<file path="src/rtl/ctsf_pkg.sv">
// ----------------------------------------------------------------------------
// ctsf_pkg: shared types and constants for the cat text stream filter
// Character codes, register indexes, sequencer phases and the job record
// that goes from the classifier to the expander.
// ----------------------------------------------------------------------------
package ctsf_pkg;

  localparam int NUMBER_DIGITS_DEF = 7;   // BCD digits in the line counter
  localparam int NUM_FIELD_WIDTH   = 6;   // minimum columns of a line number
  localparam int QUEUE_DEPTH_DEF   = 4;   // jobs between front and back

  localparam logic [7:0] CH_TAB      = 8'h09;
  localparam logic [7:0] CH_LF       = 8'h0A;
  localparam logic [7:0] CH_CR       = 8'h0D;
  localparam logic [7:0] CH_SPACE    = 8'h20;
  localparam logic [7:0] CH_DOLLAR   = 8'h24;
  localparam logic [7:0] CH_DASH     = 8'h2D;
  localparam logic [7:0] CH_ZERO     = 8'h30;
  localparam logic [7:0] CH_QMARK    = 8'h3F;
  localparam logic [7:0] CH_UPPER_I  = 8'h49;
  localparam logic [7:0] CH_UPPER_M  = 8'h4D;
  localparam logic [7:0] CH_CARET    = 8'h5E;
  localparam logic [7:0] CH_DEL      = 8'h7F;
  localparam logic [7:0] CTRL_MAX    = 8'h1F;
  localparam logic [7:0] CTRL_OFFSET = 8'h40;

  localparam int CFG_INDEX_W = 3;

  typedef enum logic [CFG_INDEX_W-1:0] {
    REG_NUMBER_NONBLANK  = 3'd0,
    REG_NUMBER_ALL       = 3'd1,
    REG_SQUEEZE_EMPTY    = 3'd2,
    REG_SHOW_TABS        = 3'd3,
    REG_SHOW_NONPRINTING = 3'd4,
    REG_SHOW_ENDS        = 3'd5
  } ctsf_reg_t;

  // Expander phases, in output order
  typedef enum logic [2:0] {
    PH_IDLE,
    PH_NUM,
    PH_TAB,
    PH_MCHAR,
    PH_DASH,
    PH_CARET,
    PH_DOLLAR,
    PH_BODY
  } ctsf_phase_t;

  // One classified input byte: which pieces to print around the body
  typedef struct packed {
    logic       num_en;   // print line number and tab first
    logic       esc_m;    // print "M-"
    logic       caret;    // print '^' before body
    logic       dollar;   // print '$' before body
    logic [7:0] body;     // last character printed
  } ctsf_job_t;

endpackage

</file>
<file path="src/rtl/ctsf_queue.sv">
// ----------------------------------------------------------------------------
// ctsf_queue: small register FIFO
// Decouples the classifier from the expander; read data is the head entry.
// ----------------------------------------------------------------------------
module ctsf_queue #(
  parameter int WIDTH = 8,
  parameter int DEPTH = 4
) (
  input  logic             clk,
  input  logic             rst,
  input  logic             wr_en,
  input  logic [WIDTH-1:0] wr_data,
  input  logic             rd_en,
  output logic [WIDTH-1:0] rd_data,
  output logic             q_full,
  output logic             q_valid
);

  localparam int PW  = (DEPTH > 1) ? $clog2(DEPTH) : 1;
  localparam int CNW = $clog2(DEPTH + 1);

  logic [WIDTH-1:0] mem [DEPTH];
  logic [PW-1:0]    wr_ptr;
  logic [PW-1:0]    rd_ptr;
  logic [CNW-1:0]   count;

  function automatic logic [PW-1:0] bump(input logic [PW-1:0] p);
    return (p == PW'(DEPTH - 1)) ? '0 : p + PW'(1);
  endfunction

  assign rd_data = mem[rd_ptr];
  assign q_full  = (count == CNW'(DEPTH));
  assign q_valid = (count != '0);

  always_ff @(posedge clk) begin
    if (wr_en) begin
      mem[wr_ptr] <= wr_data;
    end
  end

  always_ff @(posedge clk) begin
    if (rst) begin
      wr_ptr <= '0;
      rd_ptr <= '0;
      count  <= '0;
    end else begin
      if (wr_en) begin
        wr_ptr <= bump(wr_ptr);
      end
      if (rd_en) begin
        rd_ptr <= bump(rd_ptr);
      end
      if (wr_en && !rd_en) begin
        count <= count + CNW'(1);
      end else if (rd_en && !wr_en) begin
        count <= count - CNW'(1);
      end
    end
  end

endmodule

</file>
<file path="src/rtl/ctsf_front.sv">
// ----------------------------------------------------------------------------
// ctsf_front: option registers and byte classifier
// Tracks line start, blank run and line number; turns each byte that is not squeezed into a job.
// ----------------------------------------------------------------------------
module ctsf_front
  import ctsf_pkg::*;
#(
  parameter int NUMBER_DIGITS = NUMBER_DIGITS_DEF
) (
  input  logic                       clk,
  input  logic                       rst,
  input  logic                       accept,
  input  logic [7:0]                 in_byte,
  input  logic [7:0]                 next_byte,
  input  logic                       next_present,
  input  logic                       cfg_wr,
  input  logic [CFG_INDEX_W-1:0]     cfg_index,
  input  logic                       cfg_data,
  output logic                       job_push,
  output ctsf_job_t                  job,
  output logic [NUMBER_DIGITS*4-1:0] job_num
);

  localparam int LW = NUMBER_DIGITS * 4;

  logic number_nonblank;
  logic number_all;
  logic squeeze_empty;
  logic show_tabs;
  logic show_nonprinting;
  logic show_ends;

  logic          at_line_start;
  logic [LW-1:0] line_number;
  logic [1:0]    blank_run;

  logic [LW-1:0] line_number_next;
  logic [1:0]    blank_run_next;
  logic          dropped;
  logic          is_lf;
  logic [7:0]    cm;

  always_ff @(posedge clk) begin
    if (rst) begin
      number_nonblank  <= 1'b0;
      number_all       <= 1'b0;
      squeeze_empty    <= 1'b0;
      show_tabs        <= 1'b0;
      show_nonprinting <= 1'b0;
      show_ends        <= 1'b0;
    end else if (cfg_wr) begin
      unique case (ctsf_reg_t'(cfg_index))
        REG_NUMBER_NONBLANK:  number_nonblank  <= cfg_data;
        REG_NUMBER_ALL:       number_all       <= cfg_data;
        REG_SQUEEZE_EMPTY:    squeeze_empty    <= cfg_data;
        REG_SHOW_TABS:        show_tabs        <= cfg_data;
        REG_SHOW_NONPRINTING: show_nonprinting <= cfg_data;
        REG_SHOW_ENDS:        show_ends        <= cfg_data;
        default: ;
      endcase
    end
  end

  // BCD increment, holds at all nines
  always_comb begin
    logic carry;
    logic all_nines;
    line_number_next = line_number;
    carry            = 1'b1;
    all_nines        = 1'b1;
    for (int i = 0; i < NUMBER_DIGITS; i++) begin
      if (line_number[i*4 +: 4] != 4'd9) begin
        all_nines = 1'b0;
      end
    end
    for (int i = 0; i < NUMBER_DIGITS; i++) begin
      if (carry && !all_nines) begin
        if (line_number[i*4 +: 4] == 4'd9) begin
          line_number_next[i*4 +: 4] = 4'd0;
        end else begin
          line_number_next[i*4 +: 4] = line_number[i*4 +: 4] + 4'd1;
          carry = 1'b0;
        end
      end
    end
  end

  // Blank-line squeeze
  always_comb begin
    is_lf          = (in_byte == CH_LF);
    blank_run_next = blank_run;
    dropped        = 1'b0;
    if (squeeze_empty && at_line_start && is_lf) begin
      if (blank_run != 2'd2) begin
        blank_run_next = blank_run + 2'd1;
      end
      dropped = (blank_run_next == 2'd2);
    end else if (!is_lf) begin
      blank_run_next = 2'd0;
    end
  end

  // Job fields
  always_comb begin
    cm          = show_nonprinting ? {1'b0, in_byte[6:0]} : in_byte;
    job.num_en  = at_line_start &&
                  ((number_nonblank && !is_lf) || (number_all && !number_nonblank));
    job.esc_m   = show_nonprinting && in_byte[7];
    job.caret   = 1'b1;
    job.body    = cm;
    if (show_tabs && in_byte == CH_TAB) begin
      job.body = CH_UPPER_I;
    end else if (show_nonprinting && cm == CH_DEL) begin
      job.body = CH_QMARK;
    end else if (show_nonprinting && cm <= CTRL_MAX && cm != CH_LF && cm != CH_TAB) begin
      job.body = cm + CTRL_OFFSET;
    end else if (show_ends && !show_nonprinting && in_byte == CH_CR &&
                 next_present && next_byte == CH_LF) begin
      job.body = CH_UPPER_M;
    end else begin
      job.caret = 1'b0;
    end
    job.dollar = show_ends && (cm == CH_LF);
  end

  assign job_num  = line_number;
  assign job_push = accept && !dropped;

  always_ff @(posedge clk) begin
    if (rst) begin
      at_line_start <= 1'b1;
      line_number   <= LW'(1);
      blank_run     <= 2'd0;
    end else if (accept) begin
      blank_run <= blank_run_next;
      if (!dropped) begin
        at_line_start <= (cm == CH_LF);
        if (job.num_en) begin
          line_number <= line_number_next;
        end
      end
    end
  end

endmodule

</file>
<file path="src/rtl/ctsf_back.sv">
// ----------------------------------------------------------------------------
// ctsf_back: job expander
// Walks one job through its phases into the output register, one output byte
// per cycle while that register is empty or popped.
// ----------------------------------------------------------------------------
module ctsf_back
  import ctsf_pkg::*;
#(
  parameter int NUMBER_DIGITS = NUMBER_DIGITS_DEF
) (
  input  logic                       clk,
  input  logic                       rst,
  input  logic                       q_valid,
  input  ctsf_job_t                  q_job,
  input  logic [NUMBER_DIGITS*4-1:0] q_num,
  output logic                       q_pop,
  input  logic                       pop,
  output logic                       empty,
  output logic [7:0]                 out_byte,
  output logic                       run_end
);

  localparam int LW = NUMBER_DIGITS * 4;
  localparam int CW = $clog2(NUMBER_DIGITS);
  localparam int NW = $clog2(NUMBER_DIGITS + 1);

  ctsf_phase_t   phase;
  ctsf_phase_t   phase_next;
  ctsf_job_t     job;
  logic [LW-1:0] num;
  logic [NW-1:0] ndig;
  logic [CW-1:0] col;
  logic          out_valid;

  logic          adv;
  logic          load;
  logic [NW-1:0] q_ndig;
  logic [NW-1:0] q_cols;
  logic [7:0]    cur_byte;
  logic          cur_end;

  function automatic logic [NW-1:0] ndig_of(input logic [LW-1:0] v);
    logic [NW-1:0] n;
    n = NW'(1);
    for (int i = 0; i < NUMBER_DIGITS; i++) begin
      if (v[i*4 +: 4] != 4'd0) begin
        n = NW'(i + 1);
      end
    end
    return n;
  endfunction

  function automatic ctsf_phase_t after_m(input ctsf_job_t j);
    return j.caret ? PH_CARET : (j.dollar ? PH_DOLLAR : PH_BODY);
  endfunction

  function automatic ctsf_phase_t after_num(input ctsf_job_t j);
    return j.esc_m ? PH_MCHAR : after_m(j);
  endfunction

  function automatic ctsf_phase_t first_phase(input ctsf_job_t j);
    return j.num_en ? PH_NUM : after_num(j);
  endfunction

  assign adv    = (phase != PH_IDLE) && (!out_valid || pop);
  assign load   = q_valid && ((phase == PH_IDLE) || (phase == PH_BODY && adv));
  assign q_pop  = load;
  assign q_ndig = ndig_of(q_num);
  assign q_cols = (q_ndig < NW'(NUM_FIELD_WIDTH)) ? NW'(NUM_FIELD_WIDTH) : q_ndig;

  // Next phase
  always_comb begin
    phase_next = phase;
    unique case (phase)
      PH_IDLE:   if (load) phase_next = first_phase(q_job);
      PH_NUM:    if (adv && col == '0) phase_next = PH_TAB;
      PH_TAB:    if (adv) phase_next = after_num(job);
      PH_MCHAR:  if (adv) phase_next = PH_DASH;
      PH_DASH:   if (adv) phase_next = after_m(job);
      PH_CARET:  if (adv) phase_next = PH_BODY;
      PH_DOLLAR: if (adv) phase_next = PH_BODY;
      PH_BODY:   if (adv) phase_next = load ? first_phase(q_job) : PH_IDLE;
      default:   phase_next = PH_IDLE;
    endcase
  end

  // Byte of the current phase
  always_comb begin
    cur_end = (phase == PH_BODY);
    unique case (phase)
      PH_NUM: begin
        if (NW'(col) >= ndig) begin
          cur_byte = CH_SPACE;
        end else begin
          cur_byte = CH_ZERO + {4'd0, num[col*4 +: 4]};
        end
      end
      PH_TAB:    cur_byte = CH_TAB;
      PH_MCHAR:  cur_byte = CH_UPPER_M;
      PH_DASH:   cur_byte = CH_DASH;
      PH_CARET:  cur_byte = CH_CARET;
      PH_DOLLAR: cur_byte = CH_DOLLAR;
      PH_BODY:   cur_byte = job.body;
      default:   cur_byte = 8'd0;
    endcase
  end

  always_ff @(posedge clk) begin
    if (rst) begin
      phase     <= PH_IDLE;
      out_valid <= 1'b0;
    end else begin
      phase <= phase_next;
      if (adv) begin
        out_valid <= 1'b1;
      end else if (pop) begin
        out_valid <= 1'b0;
      end
    end
  end

  always_ff @(posedge clk) begin
    if (load) begin
      job  <= q_job;
      num  <= q_num;
      ndig <= q_ndig;
      col  <= CW'(q_cols - NW'(1));
    end else if (adv && phase == PH_NUM && col != '0) begin
      col <= col - CW'(1);
    end
    if (adv) begin
      out_byte <= cur_byte;
      run_end  <= cur_end;
    end
  end

  assign empty = !out_valid;

endmodule

</file>
<file path="src/rtl/cat_text_stream_filter.sv">
// ----------------------------------------------------------------------------
// cat_text_stream_filter: streaming text filter with cat -b -n -s -t -v -e
// Byte in, expanded bytes out, with queue-style handshakes on both sides.
// ----------------------------------------------------------------------------
// The filter takes one input transaction per cycle while full is low (in_byte
// plus a look-ahead of the following byte, or next_present low at end of
// stream) and returns the characters cat prints for it, one output transaction
// per byte, with run_end high on the last byte of each input. A numbered line
// start adds up to NUMBER_DIGITS + 1 characters (at least seven), an "M-"
// escape two more, a caret escape or '$' one more. The expander emits one byte
// per cycle while the receiver pops, so sustained output is one byte per cycle
// and input runs at one per cycle while expansions are rare. A QUEUE_DEPTH
// entry job queue sits between the classifier and the expander, so full rises
// only after that many inputs pile up behind a long expansion or a stalled
// pop. An input's job is queued and loaded into the expander before its first
// byte is registered at the output. A squeezed blank line produces no output
// transaction at all. Options are to be written through the cfg channel
// (always ready, bit 0 of cfg_data) only while the filter is idle (not
// enforced); the line counter is BCD, starts at 1 and sticks at all nines.
// ----------------------------------------------------------------------------
module cat_text_stream_filter
  import ctsf_pkg::*;
#(
  parameter int NUMBER_DIGITS = NUMBER_DIGITS_DEF,
  parameter int QUEUE_DEPTH   = QUEUE_DEPTH_DEF
) (
  input  logic                   clk,
  input  logic                   rst,
  // input side
  input  logic                   push,
  output logic                   full,
  input  logic [7:0]             in_byte,
  input  logic [7:0]             next_byte,
  input  logic                   next_present,
  // result side
  output logic                   empty,
  input  logic                   pop,
  output logic [7:0]             out_byte,
  output logic                   run_end,
  // option registers
  input  logic                   cfg_valid,
  output logic                   cfg_ready,
  input  logic [CFG_INDEX_W-1:0] cfg_index,
  input  logic                   cfg_data
);

  localparam int LW = NUMBER_DIGITS * 4;
  localparam int JW = $bits(ctsf_job_t);
  localparam int QW = JW + LW;

  logic          accept;
  logic          f_push;
  ctsf_job_t     f_job;
  logic [LW-1:0] f_num;

  logic [QW-1:0] q_rdata;
  logic          q_valid;
  logic          q_pop;
  ctsf_job_t     b_job;
  logic [LW-1:0] b_num;

  assign cfg_ready = 1'b1;
  assign accept    = push && !full;

  // Front: option registers, line state, classification
  ctsf_front #(
    .NUMBER_DIGITS(NUMBER_DIGITS)
  ) u_front (
    .clk          (clk),
    .rst          (rst),
    .accept       (accept),
    .in_byte      (in_byte),
    .next_byte    (next_byte),
    .next_present (next_present),
    .cfg_wr       (cfg_valid && cfg_ready),
    .cfg_index    (cfg_index),
    .cfg_data     (cfg_data),
    .job_push     (f_push),
    .job          (f_job),
    .job_num      (f_num)
  );

  // Job queue; each entry carries the line-number snapshot
  ctsf_queue #(
    .WIDTH(QW),
    .DEPTH(QUEUE_DEPTH)
  ) u_queue (
    .clk     (clk),
    .rst     (rst),
    .wr_en   (f_push),
    .wr_data ({f_job, f_num}),
    .rd_en   (q_pop),
    .rd_data (q_rdata),
    .q_full  (full),
    .q_valid (q_valid)
  );

  assign b_job = ctsf_job_t'(q_rdata[QW-1 -: JW]);
  assign b_num = q_rdata[LW-1:0];

  // Back: expansion into output bytes
  ctsf_back #(
    .NUMBER_DIGITS(NUMBER_DIGITS)
  ) u_back (
    .clk      (clk),
    .rst      (rst),
    .q_valid  (q_valid),
    .q_job    (b_job),
    .q_num    (b_num),
    .q_pop    (q_pop),
    .pop      (pop),
    .empty    (empty),
    .out_byte (out_byte),
    .run_end  (run_end)
  );

endmodule

</file>
<file path="config.mk">
export PLATFORM = sky130hd
export DESIGN_NAME = cat_text_stream_filter
export DESIGN_NICKNAME = d
export VERILOG_FILES = /design/src/rtl/ctsf_pkg.sv /design/src/rtl/ctsf_queue.sv /design/src/rtl/ctsf_front.sv /design/src/rtl/ctsf_back.sv /design/src/rtl/cat_text_stream_filter.sv
export SDC_FILE = /design/constraint.sdc
export NUM_CORES = 1
export LEC_CHECK = 0
export ABC_AREA = 1
export BUFFER_PORTS_ARGS = -buffer_cell sky130_fd_sc_hd__buf_2
export CORE_MARGIN = 4
export CORE_UTILIZATION = 28
export CTS_CLUSTER_SIZE = 24
export DETAILED_ROUTE_END_ITERATION = 16
export PLACE_DENSITY = 0.54
export RECOVER_POWER = 100
export SYNTH_ARGS = -nofsm -noshare
export SYNTH_HDL_FRONTEND = slang
export SYNTH_SLANG_ARGS = --single-unit
</file>
<file path="constraint.sdc">
create_clock -name clk -period 3.8 [get_ports clk]
set_clock_uncertainty 0.2 [all_clocks]
set_input_delay 0.19 -clock clk [delete_from_list [all_inputs] [get_ports clk]]
set_output_delay 0.19 -clock clk [all_outputs]
set_load 0.02 [all_outputs]
</file>
# Yosys cells after proc, flatten, opt, wreduce, memory -nomap -nowiden

Memories as Yosys holds them, arrays and structs flattened. A register that Yosys moved wholly into a read port is not among the register bits.
Cells that the tools add are included.

Register bits: 102
Memory bits (writable): 160
Bits of input ports: 26
Output and inout port bits: 12
Logic and storage cells: 252
Memories: 1

$add $sub $neg: 16
$lt $le $gt $ge: 3
Eq/ne operators: 47
Shift operators: 1
Mux-type cells: 77
Bitwise logic cells: 2
Reduce and logical (&&, ||, !) cells: 76

Memories:

| memory      | words | width | read ports | clocked after Yosys merged registers in | write ports | line             | RTL |
|---|---|---|---|---|---|---|---|
| u_queue.mem | 4     | 40    | 1          | 1                                       | 1           | ctsf_queue.sv:22 | `logic [WIDTH-1:0] mem [DEPTH];` |

Operator list:

| operator            | number |
|---|---|
| $mux 3              | 22 |
| $pmux 8 s7          | 1 |
| $mux 8              | 6 |
| $eq 8x4->1 const B  | 5 |
| $logic_and 1x1->1   | 32 |
| $mux 1              | 30 |
| $add 4x1->4 const B | 7 |
| $eq 4x4->1 const B  | 7 |
| $mux 4              | 7 |
| $ne 4x4->1 const B  | 7 |
| $reduce_and 4->1    | 7 |
| $shiftx 28x6->4     | 1 |
| $reduce_bool 4->1   | 6 |
| $eq 3x3->1 const B  | 7 |
| $pmux 3 s7          | 1 |
| $mux 2              | 10 |
| $ne 8x4->1 const B  | 2 |
| $reduce_and 2->1    | 8 |
| $ne 2x1->1 const B  | 7 |
| $eq 3x2->1 const B  | 4 |
| $logic_not 1->1     | 9 |
| $logic_not 3->1     | 3 |
| $reduce_bool 3->1   | 3 |
| $sub 3x1->3 const B | 3 |
| other kinds (16)    | 27 |

# Longest topological paths before layout

Depth after elaboration: 21
Mapped depth: 15
Mapped depth without buffers: 14

# Hierarchy

A second synthesis with hierarchy kept.

Cells, all modules: 1073
Area, all modules: 11531.1 µm²

By module, submodules not included:

| module                 | instances | cells each | area an instance (µm²) | sequential area each (µm²) |
|---|---|---|---|---|
| ctsf_queue             | 1         | 447        | 6513.7                 | 4984.8 |
| ctsf_back              | 1         | 251        | 2645.0                 | 1701.6 |
| ctsf_front             | 1         | 371        | 2351.0                 | 740.7 |
| cat_text_stream_filter | 1         | 4          | 21.3                   | 0.0 |

# Least setup slack after synthesis

No wires, ideal clock.

Path type: flip-flop to flip-flop
From: reg u_queue.count[0]
To: mem u_queue.mem[3][0] (netlist bit), enable pin
Data arrival time: 2.692 ns
Data required time: 3.163 ns
Setup slack: 0.471 ns
Cell stages (with the launch flop): 6
Path buffers: 1
Period minus slack after synthesis: 3.329 ns
Path through: dfxtp_1 > nor3_1 > nor2_2 > nand2_2 > buf_2 > nor2_1

Longest elaborated chain between the ends: 6

RTL lines:

| element                      | line                         | RTL |
|---|---|---|
| start, declared              | ctsf_queue.sv:25             | `logic [CNW-1:0] count;` |
| start signal, assigned       | ctsf_queue.sv:54             | `count <= count + CNW'(1);` |
| start signal, assigned       | ctsf_queue.sv:56             | `count <= count - CNW'(1);` |
| $eq 3x3->1                   | ctsf_queue.sv:32             | `assign q_full = (count == CNW'(DEPTH));` |
| via full                     | cat_text_stream_filter.sv:31 | `output logic full,` |
| $logic_not 1->1              | cat_text_stream_filter.sv:63 | `assign accept = push && !full;` |
| $logic_and 1x1->1            | cat_text_stream_filter.sv:63 |  |
| $logic_and 1x1->1            | ctsf_front.sv:127            | `assign job_push = accept && !dropped;` |
| $mux 1                       | ctsf_queue.sv:36             | `if (wr_en) begin` |
| $mux 1 (implied by the code) | ctsf_queue.sv:37             | `mem[wr_ptr] <= wr_data;` |
| end, declared                | ctsf_queue.sv:22             |  |

The timed path passes the listed nets, and every way through them passes these cells.

# Final worst setup path

From: reg u_back.phase[2]
To: reg u_back.col[2] (data pin)

RTL lines:

| element                | line                         | RTL |
|---|---|---|
| start, declared        | ctsf_back.sv:27              | `ctsf_phase_t phase;` |
| start signal, assigned | ctsf_back.sv:113             | `phase <= phase_next;` |
| $eq 3x3->1             | n/a                          |  |
| via u_back.cur_end     | ctsf_back.sv:40              | `logic cur_end;` |
| $logic_and 1x1->1      | ctsf_back.sv:66              | `assign load = q_valid && ((phase == PH_IDLE) \|\| (phase == PH_BODY && adv));` |
| $logic_or 1x1->1       | ctsf_back.sv:66              |  |
| $logic_and 1x1->1      | ctsf_back.sv:66              |  |
| via q_pop              | cat_text_stream_filter.sv:58 | `logic q_pop;` |
| $mux 3                 | ctsf_back.sv:123             | `if (load) begin` |
| end signal, assigned   | ctsf_back.sv:127             | `col <= CW'(q_cols - NW'(1));` |
| end signal, assigned   | ctsf_back.sv:129             | `col <= col - CW'(1);` |
| end, declared          | ctsf_back.sv:32              | `logic [CW-1:0] col;` |

The timed path passes the listed nets, and every way through them passes these cells.
A chain may end at the register's enable or synchronous reset.

==> summary.txt <==
Post-Syn Area = 11400 sq um
Most frequent cells in the layout = 214 x edfxtp_1, 191 x nand2_1, 129 x inv_1
# diodes = 0
Sequential share of power = 45.4%
Final TNS setup = 0 ns
Clock transition at the registers of the reported paths = 0.06 ns
Die Height = 210 um
Yosys top cell area share = 56.1%
Period utilisation layout = 83.3%
Syn Nets = 1120
Syn. warnings = 0
R2r startpoint = u_back.phase[2]
Sequential fraction of the synthesis area = 64.9%
Mapped Cells = 1079
RSZ-0062 raised after global routing = false
Slew @ Worst Pin = 1.29 ns
CP Max Fanout = 49
Crit path DAT = 3.24 ns
Postcts setup bufs = 0
ANT nets after route = 0
Slowest cell on crit path = clkbuf_2
Crit-path cells = inv_1 -> nor2_1 -> nand2_1 -> nand2_2 -> clkbuf_2 -> o21ai_0 -> ha_1 -> xnor2_1
Syn avg cell area = 10.6 sq um
Clock share of power = 28.3%
Synth Register Bits = 264
Top cells by area, synth = edfxtp_1 56%, dfxtp_1 8.7%, nand2_1 6.2%, inv_1 4.2%, o21ai_0 3.5%
First-pass GRT wire length = 40.4 mm
Hpwl dp = 16.7 mm
Row cnt = 73
Hold path cells = 8
Req. time, crit path = 3.87 ns
Num CTS Buffers = 27
First-pass iteration count of the detailed router = 5
Sw Ratio = 33.0%
Vias in the first global route = 7448
RD Place Congestion = 0.849
Power, Total = 9.02 mW
H-tree depth = 1
Pre-CTS setup slack = 0.772 ns
Hold buffers post-CTS = 24
Detailed-route DRC error count = 0
Non-Filler Instances = 1683
Utilization after layout = 33.0%
P_int = 6.05 mW
CP Capture Type = flop
Min-delay worst type = input pin to flop
Psw = 2.97 mW
R2R cell count = 8
Max-Cap Viols = 0
Critical path type = flop to flop
Net count reported at finish = 1179
Later-pin clock latency in the skew report = 0.53 ns
# fillers = 4004
Area of placed instances = 12200 sq um
Distinct cells, synth = 51
Tot GR Track Use = 11.2%
Die area = 44200 sq um
Pwr/cell area = 681 nW/um^2
Root buf cell = clkbuf_16
Outcome = finished, final reports clean
Hold_sp = in_byte[6]
Largest net degree at the start of global routing = 94
Share of layout cells above drive strength 1 = 7.86%
Max incr delay on CP = 0.87 ns
Worst vdd rail ir drop = 0.000362 V
Initial Util = 28.5%
Final Cell Area = 13200 sq um
Crit path from = u_back.phase[2]
Vias = 7709
Most common cell after layout, fill and taps aside = edfxtp_1
CTS tree = yes
Power share of the combinational group = 26.3%
Fin. Hold Viols = 0
Port Buf Inserts = 36
Synth-to-layout area growth = 15.6%
Worst Slack Setup Final = 0.634 ns
Asr flop ratio synth = 0%
CTS Buffer Depth = 3
Main synth FF type = edfxtp_1
Startpoint Class = flop
Post-route minimum period = 3.17 ns
Placed insts = 1610
Clk sinks = 264
Hold Slack = 0.0707 ns
FMAX = 316 MHz
I/O pins = 38
Core ar. = 40100 sq um
Rel. slew slack = 13.8%
Chip Width = 210 um
Max-slew violations = 0
Post-synth top area cell = edfxtp_1
Post-synth EDFFs = 214
Total grt overflow = 0
Wire length per cell = 15.1 um
DRT Wirelength = 25.4 mm
Number of vias per cell = 4.58
Leakage = 4.78 nW
Final setup viols = 0
1st-iter DRT viols = 415
Initial antenna violation count = 0
Post-CTS Resized = 0
==> routing by layer <==
metal / vias to the layer above / track usage, % / part of all wire, %
met4: 0 / 4.05 / 2.5
met2: 151 / 18.2 / 47
met5: - / 0 / 0
met1: 3666 / 15.8 / 47
met3: 39 / 1.22 / 4.1
li1: 3853 / - / -
==> cells by family after synthesis <==
kind of cell,share of synthesized area [%]
AND/OR/NAND/NOR,16.1
adder cells (fa/ha/maj),1.71
flip-flops,64.9
XOR/XNOR,0.689
other,0.0328
buffers and inverters,6.11
AO/OA/AOI/OAI,10.5
==> critical path: cells and delay by family (launching register included) <==
family	cells	cell delay, ns
buffers and inverters	2	1.03
adders and majority gates	1	0.28
xor gates and xnor gates	1	0.12
AOI/OAI and AO/OA	1	0.25
and+or+nand+nor	3	0.59
DFF	1	0.44
==> final cells by class <==
| cell class | count | area [sq um] | share of cell area (%) |
|---|---|---|---|
| timing repair buffer | 73 | 477 | 3.60 |
| inverter | 134 | 504 | 3.81 |
| clock buffer | 31 | 691 | 5.22 |
| sequential | 264 | 7430 | 56.1 |
| multi-input combinational | 638 | 3310 | 25.0 |
| tap | 525 | 657 | 4.96 |
| clock inverter | 18 | 164 | 1.24 |
==> worst paths after layout <==
path                                to  slack [ns]
setup / recovery         u_back.col[2]        0.63
hold / removal    u_front.blank_run[1]        0.07
setup reg to reg         u_back.col[2]        0.63
hold reg to reg   u_front.blank_run[1]        0.26
==> cells in the mapped netlist (2+ instances only) <==
| library cell | count |
|---|---|
| buf_2 | 14 |
| o21ai_1 | 3 |
| and2_1 | 4 |
| a31oi_1 | 6 |
| nor3_2 | 2 |
| nand2_1 | 188 |
| a32oi_1 | 8 |
| o211a_1 | 2 |
| clkbuf_1 | 24 |
| nor2_4 | 3 |
| a32o_1 | 5 |
| inv_1 | 128 |
| o21ai_0 | 81 |
| nor2_1 | 95 |
| edfxtp_1 | 214 |
| nand3_2 | 2 |
| o221ai_1 | 4 |
| o31ai_1 | 4 |
| o22ai_1 | 13 |
| a21oi_1 | 65 |
| a41oi_1 | 2 |
| xnor2_1 | 2 |
| inv_2 | 2 |
| xor2_1 | 7 |
| clkinv_1 | 3 |
| nor4_1 | 6 |
| nand3_1 | 55 |
| o21a_1 | 3 |
| dfxtp_1 | 50 |
| nand2_2 | 8 |
| nand2_4 | 3 |
| ha_1 | 14 |
| nand4_1 | 18 |
| buf_4 | 4 |
| o211ai_1 | 8 |
| nor3_1 | 9 |
| nor2_2 | 6 |
==> power groups by stage <==
stage	logic (mW)	registers, mW	clock network (mW)
2_1_floorplan	1.65	4.11	0
3_3_place_gp	2.40	4.14	0
3_5_place_dp	2.43	4.15	0
4_1_cts	2.46	4.09	2.63
5_1_grt	2.70	4.15	2.75
6_report	2.37	4.09	2.55
==> sequential cells by signal, indices dropped and copies added, names as in the netlist, 2 cells and up, named ones only <==
name / cells
u_queue.rd_ptr: 2
u_back.ndig: 3
u_back.col: 3
u_queue.count: 3
u_front.job_num: 28
u_back.phase: 3
u_back.num: 28
u_queue.mem: 160
u_queue.wr_ptr: 2
u_back.out_byte: 8
u_front.blank_run: 2
u_back.job: 11
No activity file was read; power rests on OpenSTA's default activity.
